### config.mk
export PLATFORM = sky130hd
export DESIGN_NAME = htw_control
export DESIGN_NICKNAME = d
export VERILOG_FILES = /design/src/design/htw_pkg.sv /design/src/design/htw_control.sv
export SDC_FILE = /design/constraint.sdc
export NUM_CORES = 1
export LEC_CHECK = 0
export BUFFER_PORTS_ARGS = -buffer_cell sky130_fd_sc_hd__clkbuf_2
export CAP_MARGIN = 20
export CORE_AREA = 10 10 57 59
export DETAILED_ROUTE_END_ITERATION = 8
export DIE_AREA = 0 0 67 69
export PLACE_DENSITY = 0.77
export SLEW_MARGIN = 15
export SYNTH_ARGS = -nofsm -noshare
export SYNTH_HDL_FRONTEND = slang
export SYNTH_SLANG_ARGS = --single-unit
### constraint.sdc
create_clock -name clk -period 4 [get_ports clk]
set_clock_uncertainty 0.1 [all_clocks]
set_input_delay 1.2 -clock clk [delete_from_list [all_inputs] [get_ports clk]]
set_output_delay 1.2 -clock clk [all_outputs]
set_load 0.005 [all_outputs]
### src/design/htw_pkg.sv
// Shared types and constants of the hierarchical timer wheel.
`timescale 1ns / 1ps
package htw_pkg;

    localparam int DEF_ROOT_BITS  = 8;
    localparam int DEF_LEVEL_BITS = 6;
    localparam int DEF_MAX_TIMERS = 64;

    localparam int REQ_W    = 2;
    localparam int ID_W     = 6;
    localparam int DELAY_W  = 31;
    localparam int DATA_W   = 32;
    localparam int STATUS_W = 2;
    localparam int TIME_W   = 32;
    localparam int LINK_W   = 7;
    localparam int LEVELS   = 4;
    localparam int LEVEL_W  = 2;

    localparam logic [LINK_W-1:0] NIL = 7'h7f;

    localparam logic [REQ_W-1:0] REQ_ADD    = 2'd0;
    localparam logic [REQ_W-1:0] REQ_MODIFY = 2'd1;
    localparam logic [REQ_W-1:0] REQ_DELETE = 2'd2;
    localparam logic [REQ_W-1:0] REQ_TICK   = 2'd3;

    localparam logic [STATUS_W-1:0] ST_OK       = 2'd0;
    localparam logic [STATUS_W-1:0] ST_ACTIVE   = 2'd1;
    localparam logic [STATUS_W-1:0] ST_UNALLOC  = 2'd2;

    localparam logic KIND_STATUS = 1'b0;
    localparam logic KIND_EXPIRE = 1'b1;

    typedef enum logic [4:0] {
        OP_NONE,
        OP_CLEAR,
        OP_LATCH,
        OP_RD_T,
        OP_SET,
        OP_UNLINK_LD,
        OP_UNLINK_WR,
        OP_PL_RD,
        OP_PL_WR,
        OP_STATUS,
        OP_CS_RD,
        OP_HD_CLR,
        OP_LVL_INC,
        OP_W_RD,
        OP_CW_LD,
        OP_W_ADV,
        OP_TK_RD,
        OP_EMIT
    } op_t;

    typedef struct packed {
        op_t                 op;
        logic [STATUS_W-1:0] code;
        logic                in_ready;
    } cmd_t;

    typedef struct packed {
        logic             clr_done;
        logic [REQ_W-1:0] req;
        logic             id_bad;
        logic             armed;
        logic             alloc;
        logic             exp_eq;
        logic             w_nil;
        logic             idx_zero;
        logic             level_last;
        logic             ri_zero;
        logic             out_free;
    } stat_t;

endpackage

### src/design/htw_control.sv
// Timer wheel sequencer: steps requests, cascades and expiries through the datapath.
`timescale 1ns / 1ps
module htw_control (
    input  logic           clk,
    input  logic           rst_n,
    input  logic           in_valid,
    input  htw_pkg::stat_t stat,
    output htw_pkg::cmd_t  cmd
);
    import htw_pkg::*;

    typedef enum logic [4:0] {
        S_CLR,
        S_IDLE,
        S_DEC,
        S_RD_T,
        S_CHK,
        S_UL_LD,
        S_UL_WR,
        S_SET,
        S_PL_RD,
        S_PL_WR,
        S_STAT,
        S_CS_RD,
        S_CS_CLR,
        S_CW_CHK,
        S_CW_RD,
        S_CW_LD,
        S_W_ADV,
        S_TK_RD,
        S_TK_CLR,
        S_FW_CHK,
        S_FW_RD,
        S_EMIT
    } state_t;

    state_t              state_reg, state_next;
    logic [STATUS_W-1:0] code_reg, code_next;
    logic                casc_reg, casc_next;

    always_comb
    begin
        state_next = state_reg;
        code_next  = code_reg;
        casc_next  = casc_reg;
        cmd.op       = OP_NONE;
        cmd.code     = code_reg;
        cmd.in_ready = 1'b0;
        unique case (state_reg)
            S_CLR:
            begin
                cmd.op = OP_CLEAR;
                if (stat.clr_done)
                begin
                    state_next = S_IDLE;
                end
            end
            S_IDLE:
            begin
                cmd.in_ready = 1'b1;
                if (in_valid)
                begin
                    cmd.op     = OP_LATCH;
                    state_next = S_DEC;
                end
            end
            S_DEC:
            begin
                code_next = ST_OK;
                priority if (stat.req == REQ_TICK)
                begin
                    casc_next  = stat.ri_zero;
                    state_next = stat.ri_zero ? S_CS_RD : S_TK_RD;
                end
                else if (stat.id_bad)
                begin
                    code_next  = ST_UNALLOC;
                    state_next = S_STAT;
                end
                else if (stat.req == REQ_ADD)
                begin
                    if (stat.armed)
                    begin
                        code_next  = ST_ACTIVE;
                        state_next = S_STAT;
                    end
                    else
                    begin
                        state_next = S_SET;
                    end
                end
                else if (!stat.alloc)
                begin
                    code_next  = ST_UNALLOC;
                    state_next = S_STAT;
                end
                else if (stat.req == REQ_MODIFY || stat.armed)
                begin
                    state_next = S_RD_T;
                end
                else
                begin
                    state_next = S_SET;
                end
            end
            S_RD_T:
            begin
                cmd.op     = OP_RD_T;
                state_next = S_CHK;
            end
            S_CHK:
            begin
                priority if (stat.req == REQ_DELETE)
                begin
                    state_next = S_UL_LD;
                end
                else if (stat.armed && stat.exp_eq)
                begin
                    state_next = S_STAT;
                end
                else
                begin
                    state_next = stat.armed ? S_UL_LD : S_SET;
                end
            end
            S_UL_LD:
            begin
                cmd.op     = OP_UNLINK_LD;
                state_next = S_UL_WR;
            end
            S_UL_WR:
            begin
                cmd.op     = OP_UNLINK_WR;
                state_next = S_SET;
            end
            S_SET:
            begin
                cmd.op     = OP_SET;
                state_next = (stat.req == REQ_DELETE) ? S_STAT : S_PL_RD;
            end
            S_PL_RD:
            begin
                cmd.op     = OP_PL_RD;
                state_next = S_PL_WR;
            end
            S_PL_WR:
            begin
                cmd.op     = OP_PL_WR;
                state_next = casc_reg ? S_W_ADV : S_STAT;
            end
            S_STAT:
            begin
                if (stat.out_free)
                begin
                    cmd.op     = OP_STATUS;
                    state_next = S_IDLE;
                end
            end
            S_CS_RD:
            begin
                cmd.op     = OP_CS_RD;
                state_next = S_CS_CLR;
            end
            S_CS_CLR:
            begin
                cmd.op     = OP_HD_CLR;
                state_next = S_CW_CHK;
            end
            S_CW_CHK:
            begin
                priority if (!stat.w_nil)
                begin
                    state_next = S_CW_RD;
                end
                else if (stat.idx_zero && !stat.level_last)
                begin
                    cmd.op     = OP_LVL_INC;
                    state_next = S_CS_RD;
                end
                else
                begin
                    state_next = S_TK_RD;
                end
            end
            S_CW_RD:
            begin
                cmd.op     = OP_W_RD;
                state_next = S_CW_LD;
            end
            S_CW_LD:
            begin
                cmd.op     = OP_CW_LD;
                state_next = S_PL_RD;
            end
            S_W_ADV:
            begin
                cmd.op     = OP_W_ADV;
                state_next = S_CW_CHK;
            end
            S_TK_RD:
            begin
                cmd.op     = OP_TK_RD;
                casc_next  = 1'b0;
                state_next = S_TK_CLR;
            end
            S_TK_CLR:
            begin
                cmd.op     = OP_HD_CLR;
                state_next = S_FW_CHK;
            end
            S_FW_CHK:
            begin
                state_next = stat.w_nil ? S_IDLE : S_FW_RD;
            end
            S_FW_RD:
            begin
                cmd.op     = OP_W_RD;
                state_next = S_EMIT;
            end
            S_EMIT:
            begin
                if (stat.out_free)
                begin
                    cmd.op     = OP_EMIT;
                    state_next = S_FW_CHK;
                end
            end
            default:
            begin
                state_next = S_CLR;
            end
        endcase
    end

    always_ff @(posedge clk or negedge rst_n)
    begin
        if (!rst_n)
        begin
            state_reg <= S_CLR;
            code_reg  <= ST_OK;
            casc_reg  <= 1'b0;
        end
        else
        begin
            state_reg <= state_next;
            code_reg  <= code_next;
            casc_reg  <= casc_next;
        end
    end

endmodule

; After elaboration in Yosys (flattened, before gate mapping)
; Cells that the tools add are included.
[totals]
regBits = 8
input_bits = 15
wordCells = 78
[classes]
n_eq_ne = 29
mux = 34
n_reduce_logical = 12
[ops]
columns = op, count
row1 = $pmux W5 S21, 1
row2 = $pmux W5 S17, 1
row3 = $mux W5, 13
row4 = $eq A5 B4 Y1 const B, 8
row5 = $eq A5 B5 Y1 const B, 6
row6 = $mux W4, 7
row7 = $eq A5 B3 Y1 const B, 4
row8 = $mux W2, 7
row9 = $eq A5 B2 Y1 const B, 2
row10 = $ne A2 B2 Y1 const B, 5
row11 = $reduce_or A2 Y1, 3
row12 = $eq A5 B1 Y1 const B, 1
row13 = $logic_not A5 Y1, 1
row14 = $eq A2 B2 Y1 const B, 2
row15 = $reduce_and A4 Y1, 1
row16 = $mux W1, 3
row17 = $mux W3, 1
row18 = $eq A2 B1 Y1 const B, 1
row19 = $logic_and A1 B1 Y1, 2
row20 = $logic_not A2 Y1, 1
row21 = $pmux W1 S2, 1
row22 = $reduce_and A2 Y1, 1
row23 = $reduce_bool A2 Y1, 1
row24 = $logic_not A1 Y1, 1
row25 = $logic_or A1 B1 Y1, 1

; Logic depth before layout (Yosys ltp)
[depth]
depth_word = 8
mapped_depth = 7

; Least setup slack after synthesis
; Ideal clock, no wire load.
[synth_timing]
kind = input to output
start = input stat[2] (netlist name)
end = output cmd[6] (netlist name)
arrival_ns = 1.719
t_required_ns = 2.700
setup_slack_ns = 0.981
path_stages = 4
path_buffers = 0
path_cell_list = nand3b_1 > nand2_1 > a22oi_1 > o32ai_1
[synth_lines]
columns = item, line_no
row1 = "start, declared", htw_control.sv:7  ; input htw_pkg::stat_t stat,
row2 = "end, declared", htw_control.sv:8  ; output htw_pkg::cmd_t cmd

==> metrics.yaml <==
power:
  intPower_w: 0.000432
  power_w: 0.000915
  swShare_pct: 52.8
  p_sw_w: 0.000483
  pwr-share-seq_pct: 27.8
  vdd_drop_max_mv: 0.361
  p_comb_share_pct: 65.6
  powerDensity_nw_per_um2: 771
  clockPowerShare_pct: 6.6
  p_leak_nw: 0.484
synth:
  syn_area_um2: 1100
  synth.avg_cell_area_um2: 7.17
  syn_nets: 168
  ys_seq_elements: 8
  synth_seq_area_share_pct: 18.2
  synth_flop_cell: "dfrtp_1"
  yosys_warnings: 0
  synth_edf_count: 0
  async_flop_share_pct: 100
  syn_inst: 153
  synth_cell_type_count: 49
sta:
  tightestPinTransition_ns: 0.802
  setup_violations: 0
  relSlewSlack_pct: 46.5
  period_share_pct: 83.9
  fin_tns_setup_ns: 0
  final.setup.worst_slack_ns: 0.644
  rsz0062_at_grt: "no"
  hold_violations: 0
  slew_violations: 0
  period_minus_slack_ns: 3.36
  hold_slack_ns: 0.391
  fmax_mhz: 298
detailed_routing:
  ant_nets: 0
  wl_per_cell_um: 15.4
  firstDrtPassIters: 4
  num_vias: 1222
  drt_iter0_drc: 80
  viasPerCell: 6.27
  remaining_drc_errors: 0
  drt-total-wl_um: 3010
global_route:
  grt-ovfl-total: 0
  first_global_vias: 1149
  grt_pass1_wl_um: 5050
  track_usage_pct: 12.9
  grt_max_degree: 27
  grt_antenna_before_repair: 0
critical_path:
  r2r-end: "casc_reg"
  crit_required_ns: 2.70
  cpMostUsedCell: "a21oi_1"
  cp.arrival_ns: 2.06
  cp_top_family: "flip-flops"
  worst_setup_path_start_kind: "flip-flop"
  critPathKind: "flip-flop to primary output"
  r2r_cells: 5
  rr_startpoint: "state_reg[2]"
  crit_fanout: 20
  cp_num_buf_inv: 2
  crit_path_end_kind: "primary output"
  critical-path-max-stage-delay_ns: 0.82
  slowest_stage: "dfrtp_1"
  r2r_slack_ns: 1.95
  crit_chain: "inv_1, nor2_1, a21oi_1, a21oi_1, o32ai_1, clkbuf_2"
floorplan:
  initial_core_util_pct: 51.1
  dieArea_um2: 4620
  core_area_um2: 2150
  die_w_um: 67
  dieHeight_um: 69
  row_count: 17
  ios: 23
worst_hold_path:
  worstHoldStart: "code_reg[1]"
  min_to: "code_reg[1]"
  hold_path_class: "flip-flop to flip-flop"
  holdPathStages: 2
cts:
  worstSkewPairLatency_ns: 0.25
  clkTransAtPathRegs_ns: 0.05
  cts_tree: "done"
  cts_resized: 0
  cts_max_path_buffers: 2
  cts-root-buf: "clkbuf_4"
  cts.sinks: 8
  post-cts-setup-buffers: 0
  ctsHtreeMaxLevel: 1
  ctsHoldBuffers: 0
  cts_buffers: 3
placement:
  portBuffers: 22
  post-place-ws_ns: 0.673
  dp.final_hpwl_um: 2280
  place_inst: 192
  gp_congestion: 0.894
status:
  status: "finished clean"
finish:
  layout_commonest_cell: "clkbuf_2"
  final-seq-area_um2: 200
  largest_reg_flops: 5
  drive_gt1_share_pct: 21.6
  multiInputGateArea_um2: 790
  fin_nets: 184
  area_growth_pct: 8.21
  nFillCells: 225
  mostFrequentLayoutCells: "clkbuf_2 (22), nand2_1 (16), nor2_1 (15), o21ai_0 (13), a21oi_1 (11)"
  num_antenna_cells: 0
  final_cells: 195
job:
  max-cap-violations: 0
## cell usage after synthesis, drive strengths merged, types with 2 or more instances
master | instances | share of area, %
a31oi | 7 | 4.0
nor3 | 5 | 2.3
nand2 | 16 | 5.5
and2b | 2 | 1.6
nand2b | 5 | 2.9
o311ai | 2 | 1.6
dfrtp | 8 | 18
inv | 4 | 1.4
nor2 | 17 | 6.7
a21oi | 11 | 5.0
nand3 | 5 | 2.7
o21ai | 16 | 7.3
nor3b | 3 | 2.5
o211ai | 3 | 2.1
nor2b | 6 | 4.1
o32ai | 2 | 1.6
o31ai | 3 | 2.1
nand3b | 2 | 1.4
a2bb2oi | 2 | 1.6
a22o | 2 | 1.6
buf | 13 | 8.4
## through the flow
| step | instance area [um2] | util, % |
|---|---|---|
| finish | 1190 | 55.3 |
| CTS | 1190 | 55.3 |
| global route | 1190 | 55.3 |
| detailed placement | 1160 | 54.2 |
| floorplan | 1100 | - |
| global placement | 1160 | 54.2 |
## tightest hold or removal path: cells and delay by family (launching register included)
kind,cells,cell delay (ns)
simple gates,1,0.05
flops,1,0.34
compound gates,1,0.06
## layout make-up
cell class / instances / share of cell area [%]
inverter: 4 / 1.26
sequential: 8 / 16.9
tap: 28 / 2.95
timing repair buffer: 24 / 10.5
multi-input combinational: 128 / 66.5
clock buffer: 3 / 1.90
## per-layer routing
layer / track usage (%) / vias up / share of wire, %
met1: 16.3 / 564 / 42
met2: 19.9 / 51 / 50
met3: 2.09 / 8 / 6.5
met4: 7.24 / 0 / 1.5
li1: - / 599 / -
met5: 0 / - / 0
## power groups by stage
stage               Combinational [W]  Sequential [W]  Clock (W)
finish                       0.000601        0.000254  0.0000601
global route                 0.000673        0.000265  0.0000672
CTS                          0.000600        0.000249  0.0000629
detailed placement           0.000599        0.000250          0
global placement             0.000592        0.000250          0
floorplan                    0.000569        0.000155          0
## worst max path at each step
| stage | slack (ns) | cells after the start | to | start |
|---|---|---|---|---|
| 5_1_grt | 0.46 | 6 | cmd[5] | state_reg[3] |
| 6_report | 0.64 | 6 | cmd[5] | state_reg[3] |
| 3_5_place_dp | 0.67 | 6 | cmd[6] | stat[4] |
| 2_1_floorplan | 0.98 | 4 | cmd[6] | stat[2] |
| 4_1_cts | 0.66 | 6 | cmd[5] | state_reg[3] |
| 3_3_place_gp | 0.75 | 6 | cmd[6] | stat[2] |
## cell families after synthesis
| logic type | synth area share (%) |
|---|---|
| buffers and inverters | 9.81 |
| DFF | 18.2 |
| muxes | 1.94 |
| and+or+nand+nor | 35.1 |
| AOI/OAI and AO/OA | 34.9 |
Power figures use the tool's default switching activity.
